[src/rtl/dmph_pkg.sv]
// ----------------------------------------------------------------------------
// dmph_pkg
// Shared types and constants for the dual modular polynomial hash check.
// ----------------------------------------------------------------------------
package dmph_pkg;

    localparam int HASH_W = 30;
    localparam int TERM_W = 9;
    localparam int PROD_W = HASH_W + TERM_W;
    localparam int QUOT_W = 9;

    localparam logic [HASH_W-1:0] HASH_MOD = 30'd1000000007;
    localparam logic [HASH_W-1:0] BASE_A   = 30'd29;
    localparam logic [HASH_W-1:0] BASE_B   = 30'd31;

    // floor(2^40 / HASH_MOD); quotient estimate undershoots by at most one
    localparam logic [10:0] BARRETT_C = 11'd1099;

    localparam logic REG_REF_A = 1'b0;
    localparam logic REG_REF_B = 1'b1;

    typedef struct packed {
        logic [7:0] char_byte;
        logic       last;
    } char_item_t;

    typedef struct packed {
        logic [HASH_W-1:0] hash_a;
        logic [HASH_W-1:0] hash_b;
        logic              match;
    } result_item_t;

    typedef struct packed {
        logic ld0;
        logic ld1;
        logic ld2;
        logic ld3;
        logic acc;
        logic flush;
    } lane_ctrl_t;

    // Quotient estimate for x < 32 * HASH_MOD, indexed by x[34:27]
    typedef logic [5:0] quot_tbl_t [256];

    function automatic quot_tbl_t build_quot_tbl();
        quot_tbl_t  t;
        longint     x;
        logic [5:0] q;
        for (int i = 0; i < 256; i++)
        begin
            x = longint'(i) <<< 27;
            q = '0;
            while (x >= longint'(HASH_MOD))
            begin
                x = x - longint'(HASH_MOD);
                q = q + 6'd1;
            end
            t[i] = q;
        end
        return t;
    endfunction

    localparam quot_tbl_t QUOT_TBL = build_quot_tbl();

endpackage

[src/rtl/dmph_stream_if.sv]
// ----------------------------------------------------------------------------
// dmph_stream_if
// Valid/ready channel carrying one payload per transaction.
// ----------------------------------------------------------------------------
interface dmph_stream_if #(
    parameter type payload_t = logic
);
    logic     valid;
    logic     ready;
    payload_t data;

    modport source (output valid, output data, input ready);
    modport sink   (input valid, input data, output ready);
endinterface

[src/rtl/dmph_power.sv]
// ----------------------------------------------------------------------------
// dmph_power
// Powers of both bases: stepped per accepted byte, reset to base on last.
// ----------------------------------------------------------------------------
module dmph_power (
    input  logic                      clk,
    input  logic                      rst_n,
    input  logic                      accept,
    input  logic                      last,
    output logic [dmph_pkg::HASH_W-1:0] pow_a,
    output logic [dmph_pkg::HASH_W-1:0] pow_b
);
    import dmph_pkg::*;

    localparam int X_W = HASH_W + 5;

    function automatic logic [HASH_W-1:0] pow_step(
        input logic [HASH_W-1:0] p,
        input logic [HASH_W-1:0] base
    );
        logic [X_W-1:0] x;
        logic [5:0]     q;
        logic [X_W-1:0] r;
        x = X_W'(p) * X_W'(base);
        q = QUOT_TBL[x[X_W-1:X_W-8]];
        r = x - X_W'(q) * X_W'(HASH_MOD);
        if (r >= X_W'(HASH_MOD))
        begin
            r = r - X_W'(HASH_MOD);
        end
        return r[HASH_W-1:0];
    endfunction

    logic [HASH_W-1:0] pow_a_reg, pow_a_next;
    logic [HASH_W-1:0] pow_b_reg, pow_b_next;

    always_comb
    begin
        pow_a_next = pow_a_reg;
        pow_b_next = pow_b_reg;
        if (accept)
        begin
            pow_a_next = last ? BASE_A : pow_step(pow_a_reg, BASE_A);
            pow_b_next = last ? BASE_B : pow_step(pow_b_reg, BASE_B);
        end
    end

    always_ff @(posedge clk or negedge rst_n)
    begin
        if (!rst_n)
        begin
            pow_a_reg <= BASE_A;
            pow_b_reg <= BASE_B;
        end
        else
        begin
            pow_a_reg <= pow_a_next;
            pow_b_reg <= pow_b_next;
        end
    end

    assign pow_a = pow_a_reg;
    assign pow_b = pow_b_reg;

endmodule

[src/rtl/dmph_lane.sv]
// ----------------------------------------------------------------------------
// dmph_lane
// One hash lane: term times power, Barrett reduction, modular accumulate.
// ----------------------------------------------------------------------------
module dmph_lane (
    input  logic                        clk,
    input  logic                        rst_n,
    input  dmph_pkg::lane_ctrl_t        ctrl,
    input  logic [dmph_pkg::TERM_W-1:0] term,
    input  logic [dmph_pkg::HASH_W-1:0] power,
    output logic [dmph_pkg::HASH_W-1:0] sum_next
);
    import dmph_pkg::*;

    logic [HASH_W-1:0] pow0_reg;
    logic [PROD_W-1:0] prod1_reg;
    logic [PROD_W-1:0] prod2_reg;
    logic [QUOT_W-1:0] quot2_reg;
    logic [HASH_W-1:0] rem3_reg;
    logic [HASH_W-1:0] sum_reg;

    logic [29:0]       est;
    logic [PROD_W-1:0] diff;
    logic [HASH_W:0]   diff_lo;
    logic [HASH_W:0]   rem;
    logic [HASH_W:0]   total;

    always_comb
    begin
        est     = 30'(prod1_reg[PROD_W-1:20]) * 30'(BARRETT_C);
        diff    = prod2_reg - PROD_W'(quot2_reg) * PROD_W'(HASH_MOD);
        diff_lo = diff[HASH_W:0];
        rem     = (diff_lo >= (HASH_W+1)'(HASH_MOD)) ? diff_lo - (HASH_W+1)'(HASH_MOD)
                                                     : diff_lo;
        total   = {1'b0, sum_reg} + {1'b0, rem3_reg};
        if (total >= (HASH_W+1)'(HASH_MOD))
        begin
            total = total - (HASH_W+1)'(HASH_MOD);
        end
        sum_next = total[HASH_W-1:0];
    end

    always_ff @(posedge clk)
    begin
        if (ctrl.ld0)
        begin
            pow0_reg <= power;
        end
        if (ctrl.ld1)
        begin
            prod1_reg <= PROD_W'(term) * PROD_W'(pow0_reg);
        end
        if (ctrl.ld2)
        begin
            prod2_reg <= prod1_reg;
            quot2_reg <= est[20 +: QUOT_W];
        end
        if (ctrl.ld3)
        begin
            rem3_reg <= rem[HASH_W-1:0];
        end
    end

    always_ff @(posedge clk or negedge rst_n)
    begin
        if (!rst_n)
        begin
            sum_reg <= '0;
        end
        else if (ctrl.acc)
        begin
            sum_reg <= ctrl.flush ? '0 : sum_next;
        end
    end

endmodule

[src/rtl/dual_modular_polynomial_hash_check.sv]
// Result path: power, product, quotient and remainder registers, then accumulator.
// Throughput: one byte per cycle unless output stalls; power step is unpipelined.
// Reset: hashes restart, powers return to the bases, both references read 1.
// A stalled result holds only the final stage; bytes keep flowing until it fills.
// ----------------------------------------------------------------------------
// dual_modular_polynomial_hash_check
// Two polynomial hashes modulo 1000000007 (bases 29 and 31) over a byte
// stream, compared against programmable reference values at each last byte.
// ----------------------------------------------------------------------------
module dual_modular_polynomial_hash_check (
    input  logic                        clk,
    input  logic                        rst_n,
    dmph_stream_if.sink                 chars,
    dmph_stream_if.source               results,
    input  logic                        cfg_write,
    input  logic                        cfg_index,
    input  logic [dmph_pkg::HASH_W-1:0] cfg_data
);
    import dmph_pkg::*;

    logic [HASH_W-1:0] ref_a_reg, ref_b_reg;
    logic [TERM_W-1:0] term_reg;
    logic [3:0]        vld_reg, vld_next;
    logic [3:0]        lst_reg;
    logic              out_valid_reg;
    result_item_t      out_data_reg;

    logic              accept, out_free, acc_take;
    logic [3:0]        en;
    logic [HASH_W-1:0] pow_a, pow_b;
    logic [HASH_W-1:0] sum_a_next, sum_b_next;
    lane_ctrl_t        ctrl;
    char_item_t        in_item;

    assign in_item  = chars.data;
    assign out_free = !out_valid_reg || results.ready;
    assign acc_take = vld_reg[3] && (!lst_reg[3] || out_free);
    assign en[3]    = !vld_reg[3] || acc_take;
    assign en[2]    = !vld_reg[2] || en[3];
    assign en[1]    = !vld_reg[1] || en[2];
    assign en[0]    = !vld_reg[0] || en[1];
    assign accept   = chars.valid && en[0];

    assign chars.ready   = en[0];
    assign results.valid = out_valid_reg;
    assign results.data  = out_data_reg;

    always_comb
    begin
        ctrl.ld0   = accept;
        ctrl.ld1   = en[1];
        ctrl.ld2   = en[2];
        ctrl.ld3   = en[3];
        ctrl.acc   = acc_take;
        ctrl.flush = lst_reg[3];

        vld_next[0] = en[0] ? chars.valid : vld_reg[0];
        for (int i = 1; i < 4; i++)
        begin
            vld_next[i] = en[i] ? vld_reg[i-1] : vld_reg[i];
        end
    end

    dmph_power u_power (
        .clk    (clk),
        .rst_n  (rst_n),
        .accept (accept),
        .last   (in_item.last),
        .pow_a  (pow_a),
        .pow_b  (pow_b)
    );

    dmph_lane u_lane_a (
        .clk      (clk),
        .rst_n    (rst_n),
        .ctrl     (ctrl),
        .term     (term_reg),
        .power    (pow_a),
        .sum_next (sum_a_next)
    );

    dmph_lane u_lane_b (
        .clk      (clk),
        .rst_n    (rst_n),
        .ctrl     (ctrl),
        .term     (term_reg),
        .power    (pow_b),
        .sum_next (sum_b_next)
    );

    always_ff @(posedge clk)
    begin
        if (accept)
        begin
            term_reg   <= TERM_W'(in_item.char_byte) + TERM_W'(1);
            lst_reg[0] <= in_item.last;
        end
        for (int i = 1; i < 4; i++)
        begin
            if (en[i])
            begin
                lst_reg[i] <= lst_reg[i-1];
            end
        end
        if (acc_take && lst_reg[3])
        begin
            out_data_reg.hash_a <= sum_a_next;
            out_data_reg.hash_b <= sum_b_next;
            out_data_reg.match  <= (sum_a_next == ref_a_reg) && (sum_b_next == ref_b_reg);
        end
    end

    always_ff @(posedge clk or negedge rst_n)
    begin
        if (!rst_n)
        begin
            vld_reg       <= '0;
            out_valid_reg <= 1'b0;
            ref_a_reg     <= HASH_W'(1);
            ref_b_reg     <= HASH_W'(1);
        end
        else
        begin
            vld_reg <= vld_next;
            if (acc_take && lst_reg[3])
            begin
                out_valid_reg <= 1'b1;
            end
            else if (results.ready)
            begin
                out_valid_reg <= 1'b0;
            end
            if (cfg_write)
            begin
                unique case (cfg_index)
                    REG_REF_A: ref_a_reg <= cfg_data;
                    REG_REF_B: ref_b_reg <= cfg_data;
                    default:   ;
                endcase
            end
        end
    end

endmodule
[src/flat_wrapper.sv]
// flat-port wrapper written by rule: the top's interface ports become plain ports
module dual_modular_polynomial_hash_check_flat import dmph_pkg::*;
  (clk, rst_n, cfg_write, cfg_index, cfg_data, chars_valid, chars_data, chars_ready, results_valid, results_data, results_ready);
  dmph_stream_if chars_i ();
  dmph_stream_if results_i ();
  input  logic clk;
  input  logic rst_n;
  input  logic cfg_write;
  input  logic cfg_index;
  input  logic [dmph_pkg::HASH_W-1:0] cfg_data;
  input wire logic [$bits(chars_i.valid)-1:0] chars_valid;
  input wire logic [$bits(chars_i.data)-1:0] chars_data;
  output wire logic [$bits(chars_i.ready)-1:0] chars_ready;
  output wire logic [$bits(results_i.valid)-1:0] results_valid;
  output wire logic [$bits(results_i.data)-1:0] results_data;
  input wire logic [$bits(results_i.ready)-1:0] results_ready;
  assign chars_i.valid = chars_valid;
  assign chars_i.data = chars_data;
  assign chars_ready = chars_i.ready;
  assign results_valid = results_i.valid;
  assign results_data = results_i.data;
  assign results_i.ready = results_ready;
  dual_modular_polynomial_hash_check u_core (.clk(clk), .rst_n(rst_n), .chars(chars_i), .results(results_i), .cfg_write(cfg_write), .cfg_index(cfg_index), .cfg_data(cfg_data));
endmodule
[config.mk]
export PLATFORM = sky130hd
export DESIGN_NAME = dual_modular_polynomial_hash_check_flat
export DESIGN_NICKNAME = d
export VERILOG_FILES = /design/src/rtl/dmph_pkg.sv /design/src/rtl/dmph_stream_if.sv /design/src/rtl/dmph_power.sv /design/src/rtl/dmph_lane.sv /design/src/rtl/dual_modular_polynomial_hash_check.sv /design/src/flat_wrapper.sv
export SDC_FILE = /design/constraint.sdc
export NUM_CORES = 2
export LEC_CHECK = 0
export BUFFER_PORTS_ARGS = -buffer_cell sky130_fd_sc_hd__buf_2
export CAP_MARGIN = 20
export CORE_MARGIN = 4
export CORE_UTILIZATION = 34
export CTS_BUF_LIST = sky130_fd_sc_hd__clkbuf_16
export CTS_CLUSTER_DIAMETER = 120
export DETAILED_ROUTE_END_ITERATION = 16
export GPL_TIMING_DRIVEN = 1
export SYNTH_ARGS = -nofsm -noshare
export SYNTH_HDL_FRONTEND = slang
export SYNTH_SLANG_ARGS = --single-unit
[constraint.sdc]
create_clock -name clk -period 22.6 [get_ports clk]
set_clock_uncertainty 0.1 [all_clocks]
set_input_delay 4.52 -clock clk [delete_from_list [all_inputs] [get_ports clk]]
set_output_delay 4.52 -clock clk [all_outputs]
set_load 0.005 [all_outputs]
* After elaboration in Yosys (flattened, before gate mapping)
Memory sizes are Yosys's and may differ from the RTL's.
Index checks and enable logic that the tools add are counted.
** Storage, ports and cells
- Register bits :: 448
- Bits in read-only memories :: 3072
- Word-level logic and storage cells :: 96
- Memories kept :: 2
** Memory list
- (name not given) :: words 256, bits a word 6, rd ports 1, clocked after memory_dff 0, write ports 0, line dmph_power.sv:25 : q = QUOT_TBL[x[X_W-1:X_W-8]];
- (name not given) :: words 256, bits a word 6, rd ports 1, clocked after memory_dff 0, write ports 0, line dmph_power.sv:25
** Operators by class
- Add/subtract/negate cells :: 12
- $mul :: 8
- Magnitude comparators :: 8
- Equality and inequality tests :: 2
- Muxes and demuxes :: 16
- Bitwise operators :: 3
- Reductions and logical operators :: 19
** Operator list (count)
- $mux 30 :: 10
- $sub 30x30->30 const B :: 6
- $ge 31x30->1 const B :: 4
- $ge 35x30->1 const B :: 2
- $mul 30x5->35 const B :: 2
- $mul 6x30->35 const B :: 2
- $sub 35x35->35 :: 2
- $add 30x30->31 :: 2
- $mul 9x30->31 const B :: 2
- $sub 30x31->31 :: 2
- $eq 30x30->1 :: 2
- $mul 10x11->21 const B :: 2
- $mux 6 :: 4
- $ge 9x9->1 const B :: 2
- $not 8->9 :: 2
- $logic_not 1->1 :: 6
- $logic_or 1x1->1 :: 6
- $logic_and 1x1->1 :: 4
- $reduce_and 2->1 :: 2
- $mux 1 :: 2
- $reduce_bool 2->1 :: 1
- $not 1->1 :: 1

* Logic depth before layout (Yosys ltp)
- Depth after elaboration :: 10
- Gate-level depth with buffers :: 52

* Hierarchy
From an unflattened synthesis, not the netlist that was laid out.
** Unflattened totals
- Cell total of the unflattened synthesis :: 8107
- Area, all modules :: 73934.7 um^2
** Modules (own cells, without submodules)
- dmph_lane (u_core.u_lane_b) :: times used 1, cells an instance 2641, area each 24828.8 um^2
- dmph_lane (u_core.u_lane_a) :: times used 1, cells an instance 2592, area each 24583.6 um^2
- dmph_power :: times used 1, cells an instance 2639, area each 21272.9 um^2
- dual_modular_polynomial_hash_check :: times used 1, cells an instance 235, area each 3249.4 um^2

* Worst setup path before layout
OpenSTA, ideal clock, no wires.
- Path type :: reg2reg
- Start :: register u_core.u_power.pow_a_reg[2] (netlist: u_core.u_power.pow_a[2])
- End :: register u_core.u_power.pow_a_reg[20] (netlist: u_core.u_power.pow_a[20])
- Data arrival time :: 11983 ps
- Required time :: 22359 ps
- Slack :: 10376 ps
- Cell stages (with the launch flop) :: 46
- Period minus slack after synthesis :: 12224 ps
- Path through :: dfstp_2 > inv_1 > fa_1 > inv_1 > ha_1 > fa_1 > ha_1 > nor2b_1 > o31ai_1 > a211o_1 > a31o_2 > a21oi_1 > o41ai_1 > o21ai_0 > a21o_1 > xor2_1 > clkinv_1 > o311ai_0 > (+10 left out) > fa_1 > inv_1 > ha_1 > and4_1 > a221o_1 > a21oi_1 > a2bb2oi_1 > o31ai_1 > o41ai_1 > o21ai_0 > or3_1 > a2111oi_0 > and3_1 > clkbuf_1 > clkbuf_1 > nor2_1 > xnor2_1 > o22ai_1
** On the way
- Word-level cells in the longest chain between the ends :: 10
- Elaborated cells on any way between the ends :: 11
- Those cells by class :: add/sub (2); mul (2); order compare (1); mux (4); bitwise (1); memory (1)
** RTL lines
- start: declaration :: line dmph_power.sv:34 : logic [HASH_W-1:0] pow_a_reg, pow_a_next;
- start signal: assignment :: line dmph_power.sv:57 : pow_a_reg <= pow_a_next;
- $mul 30x5->35 * :: line dmph_power.sv:24 : x = X_W'(p) * X_W'(base);
- $not 8->9 (implied by the code) :: line dmph_power.sv:25
- $mem_v2 256x6
- $mux 6 (implied by the code) (2 in series) :: line dmph_power.sv:25
- $mul 6x30->35 :: line dmph_power.sv:26 : r = x - X_W'(q) * X_W'(HASH_MOD);
- $sub 35x35->35 * :: line dmph_power.sv:26
- $sub 30x30->30 / $ge 35x30->1 (equally long branches) :: line dmph_power.sv:29, dmph_power.sv:27
- $mux 30 * :: line dmph_power.sv:27 : if (r >= X_W'(HASH_MOD))
- $mux 30 * :: line dmph_power.sv:43 : pow_a_next = last ? BASE_A : pow_step(pow_a_reg, BASE_A);
Mark *: on every way between the ends. The rest lies on a longest branch, timed or not. The select of a mux whose other input is x is not followed.
A chain may end at the register's enable or synchronous reset.

* Final worst setup path
- Start :: register u_core.u_power.pow_b_reg[1] (netlist: u_core.u_power.pow_b[1])
- End :: register u_core.u_power.pow_b_reg[8] (netlist: u_core.u_power.pow_b[8])
** On the way
- Word-level cells in the longest chain between the ends :: 10
- Elaborated cells on any way between the ends :: 11
- Those cells by class :: add/sub (2); mul (2); order compare (1); mux (4); bitwise (1); memory (1)
** RTL lines
- start: declaration :: line dmph_power.sv:35 : logic [HASH_W-1:0] pow_b_reg, pow_b_next;
- start signal: assignment :: line dmph_power.sv:58 : pow_b_reg <= pow_b_next;
- $mul 30x5->35 * :: line dmph_power.sv:24
- $not 8->9 (implied by the code) :: line dmph_power.sv:25
- $mem_v2 256x6
- $mux 6 (implied by the code) (2 in series) :: line dmph_power.sv:25
- $mul 6x30->35 :: line dmph_power.sv:26
- $sub 35x35->35 * :: line dmph_power.sv:26
- $sub 30x30->30 / $ge 35x30->1 (equally long branches) :: line dmph_power.sv:29, dmph_power.sv:27
- $mux 30 * :: line dmph_power.sv:27
- $mux 30 * :: line dmph_power.sv:44 : pow_b_next = last ? BASE_B : pow_step(pow_b_reg, BASE_B);
Marks and branches as above.

==> impl_results.md <==
- Fin nets: between 6k and 7k
- Synth area leader: edfxtp_1
- Drt via density: between 5 and 6
- Layout cells sized above 1: ~6.3%
- Worst rel slew slack: 30.6%
- Hpwl dp: around 110 mm
- Avg Cell Area, Syn: between 9 and 10 sq um
- Post-synth EDFFs: ~250
- Initial antenna violation count: 2
- Crit share post-route: a little over three fifths
- Fillers: 13.8k
- Final Max Tran Viols: 0
- Post-Syn Area: approximately 47,000 sq um
- Met3 WL post-DR: approximately 5.2 mm
- First-pass GRT wire length: approximately 210 mm
- Critical-path maximum fanout: 26
- Wire length per cell: between 15 and 20 um
- F_max: between 70 and 80 MHz
- Metal2 WL: 60.7 mm
- Critical Path AT: roughly 15 ns
- Buffers plus inverters on the worst setup path: 7
- Crit start category: flop
- Antenna fix cells: 0
- Top post-synthesis cells by area: edfxtp_1, ha_1, fa_1
- Max-cap violations: 0
- Area growth from synthesis to layout: 8.41%
- Total routed wirelength: 130 mm
- Core Area: ~140,000 sq um
- Congestion Overflow GR: 0
- Die height: 380 um
- Clock sinks: 432
- Num rows: 136
- Asr flop ratio synth: between 40% and 50%
- Largest delay share family, worst path: adder cells
- Detailed-route DRC error count: 0
- Cells resized by post-CTS repair: 0
- Clock-pin slew on the worst setup and hold paths: ~0.07 ns
- Die width: between 300 and 400 um
- Die area: 145,000 sq um
- Fin worst setup slack: 8.43 ns
- Post-synth top flop: edfxtp_1
- Status: finished clean
- Setup-failing EPs final: 0
- Pre-Repair DR Iteration Count: 6
- Critical path class: flop to flop
- CP max stage delay: 0.76 ns
- Setup TNS: 0 ns
- Flop-to-flop setup slack: 8.43 ns
- Initial Util: 34.2%
- Register area share after synthesis: 25.6%
- Post-Syn Instances: ~5.2k
- Clock latency on the worst-skew pair: between 0.6 and 0.7 ns
- Measured slew at the worst slew-check pin: between 1 and 1.5 ns
- Fin. Hold Viols: 0
- Worst hold path type: flop to flop
- Required @ worst endpoint: roughly 23 ns
- Vias post-DR: about 37k
- Port bufs: 39
- Worst path slowest cell: a211oi_1
- CP endpoint kind: flop
- Antenna-violating nets left: 0
- Post-synth top cells: inv_1, ha_1, nand2_1
- Most frequent cell after synthesis: inv_1
- Placed insts: just under 7k
- Syn. warnings: 0
- Tmin final: about 14 ns
- Gpl congestion: ~0.95
- Buffer depth of the longest clock path: 3
- CTS buffer count: 50
- Max layer used: met4
- Total setup buffers inserted after CTS: 0
- FF+latch count, synth: ~430
- Synth unique cells: ~120
- Unrepaired setup endpoints after global routing: false
- Post-Syn Nets: 6,006
- Clock tree from TritonCTS: done
- DRT iter0 DRCs: around 2.7k
- Post-synth top area share: approximately 16%
- Number of hold buffers added after CTS: 0
- Num ports: 40
- Metal1 wirelength: around 60 mm
- Clock Tree Root: clkbuf_16
- Setup WS pre-CTS: 8.12 ns
- Layout Cells excl Fill: 7,014
- Total GRT Usage: between 10% and 20%
- Largest net degree at the start of global routing: 86
- Vias in the first global route: about 37k
- # H-tree levels: 2
## path summary, 6_finish.rpt
check,from,to,cells after the start
worst min register to register,u_core.u_lane_a.pow0_reg[25],u_core.u_lane_a.prod1_reg[25],0
worst max-delay path,u_core.u_power.pow_b[1],u_core.u_power.pow_b[8],45
min in group asynchronous,rst_n,u_core.u_lane_b.sum_reg[19],1
max in group asynchronous,rst_n,u_core.u_lane_b.sum_reg[4],3
worst min-delay path,u_core.u_lane_a.pow0_reg[25],u_core.u_lane_a.prod1_reg[25],0
worst max register to register,u_core.u_power.pow_b[1],u_core.u_power.pow_b[8],45
## placed cells by master, fill, tap and decap left out, types with 38 or more instances in the layout
cell type / Yosys / routed
a21oi_1: 280 / 280
nor3_1: 108 / 108
ha_1: 515 / 515
a21o_1: 108 / 108
and3_1: 47 / 47
edfxtp_1: 247 / 247
nor2_1: 311 / 310
nand2_1: 334 / 332
nand4_1: 49 / 49
inv_1: 789 / 798
nand2b_1: 66 / 65
fa_1: 280 / 280
and2_1: 41 / 41
xor2_1: 132 / 132
buf_2: 6 / 38
a211oi_1: 56 / 56
clkbuf_16: 0 / 50
dfrtp_1: 174 / 174
mux2_2: 65 / 65
xnor2_1: 269 / 269
nand3_1: 119 / 118
o22ai_1: 59 / 59
o21ai_0: 232 / 232
o211ai_1: 48 / 48
a31oi_1: 45 / 45
## worst register-to-register path: cells and delay by family (launching register included)
kind	cells	cell delay [ns]
XOR/XNOR	2	0.34
buffers and inverters	7	0.78
adder cells (fa/ha/maj)	9	4.12
multiplexers	2	0.85
AO/OA/AOI/OAI	13	4.05
flip-flops	1	0.57
AND/OR/NAND/NOR	12	3.21
## routing by layer
layer | track usage (%) | vias to the layer above
li1 | - | 18154
met1 | 24.3 | 18242
met2 | 29.4 | 824
met3 | 1.53 | 165
met4 | 4.80 | 0
met5 | 0 | -
## logic make-up after synthesis
logic type / count (synthesis) / synth area share (%)
simple gates: 1300 / 13.7
compound gates: 1225 / 17.7
buf+inv: 917 / 7.39
fa+ha+maj: 795 / 25.6
flops: 432 / 25.6
xor+xnor: 412 / 7.94
mux: 93 / 2.17
## final cells by class
type | count | area, sq um | area share, %
Clock buffer | 50 | 1250 | 2.45
Clock inverter | 44 | 440 | 0.862
Inverter | 793 | 2980 | 5.83
Multi-Input combinational cell | 3825 | 31600 | 61.9
Sequential cell | 432 | 12100 | 23.6
Tap cell | 1794 | 2240 | 4.39
Timing Repair Buffer | 76 | 499 | 0.977
## stage by stage
| step | hold WS (ns) | area, sq um | utilization [%] |
|---|---|---|---|
| final | 0.313 | 51100 | 37.1 |
| after global routing | 0.323 | 51100 | 37.1 |
| after CTS | 0.314 | 51100 | 37.1 |
| after detailed placement | 0.305 | 49400 | 35.9 |
| after global placement | 0.301 | 49400 | 35.9 |
| after floorplan | 0.300 | 47100 | - |
Power is left out: the tool's default activity adds up to more than one toggle a clock period on the data nets, which glitch-free logic cannot reach.
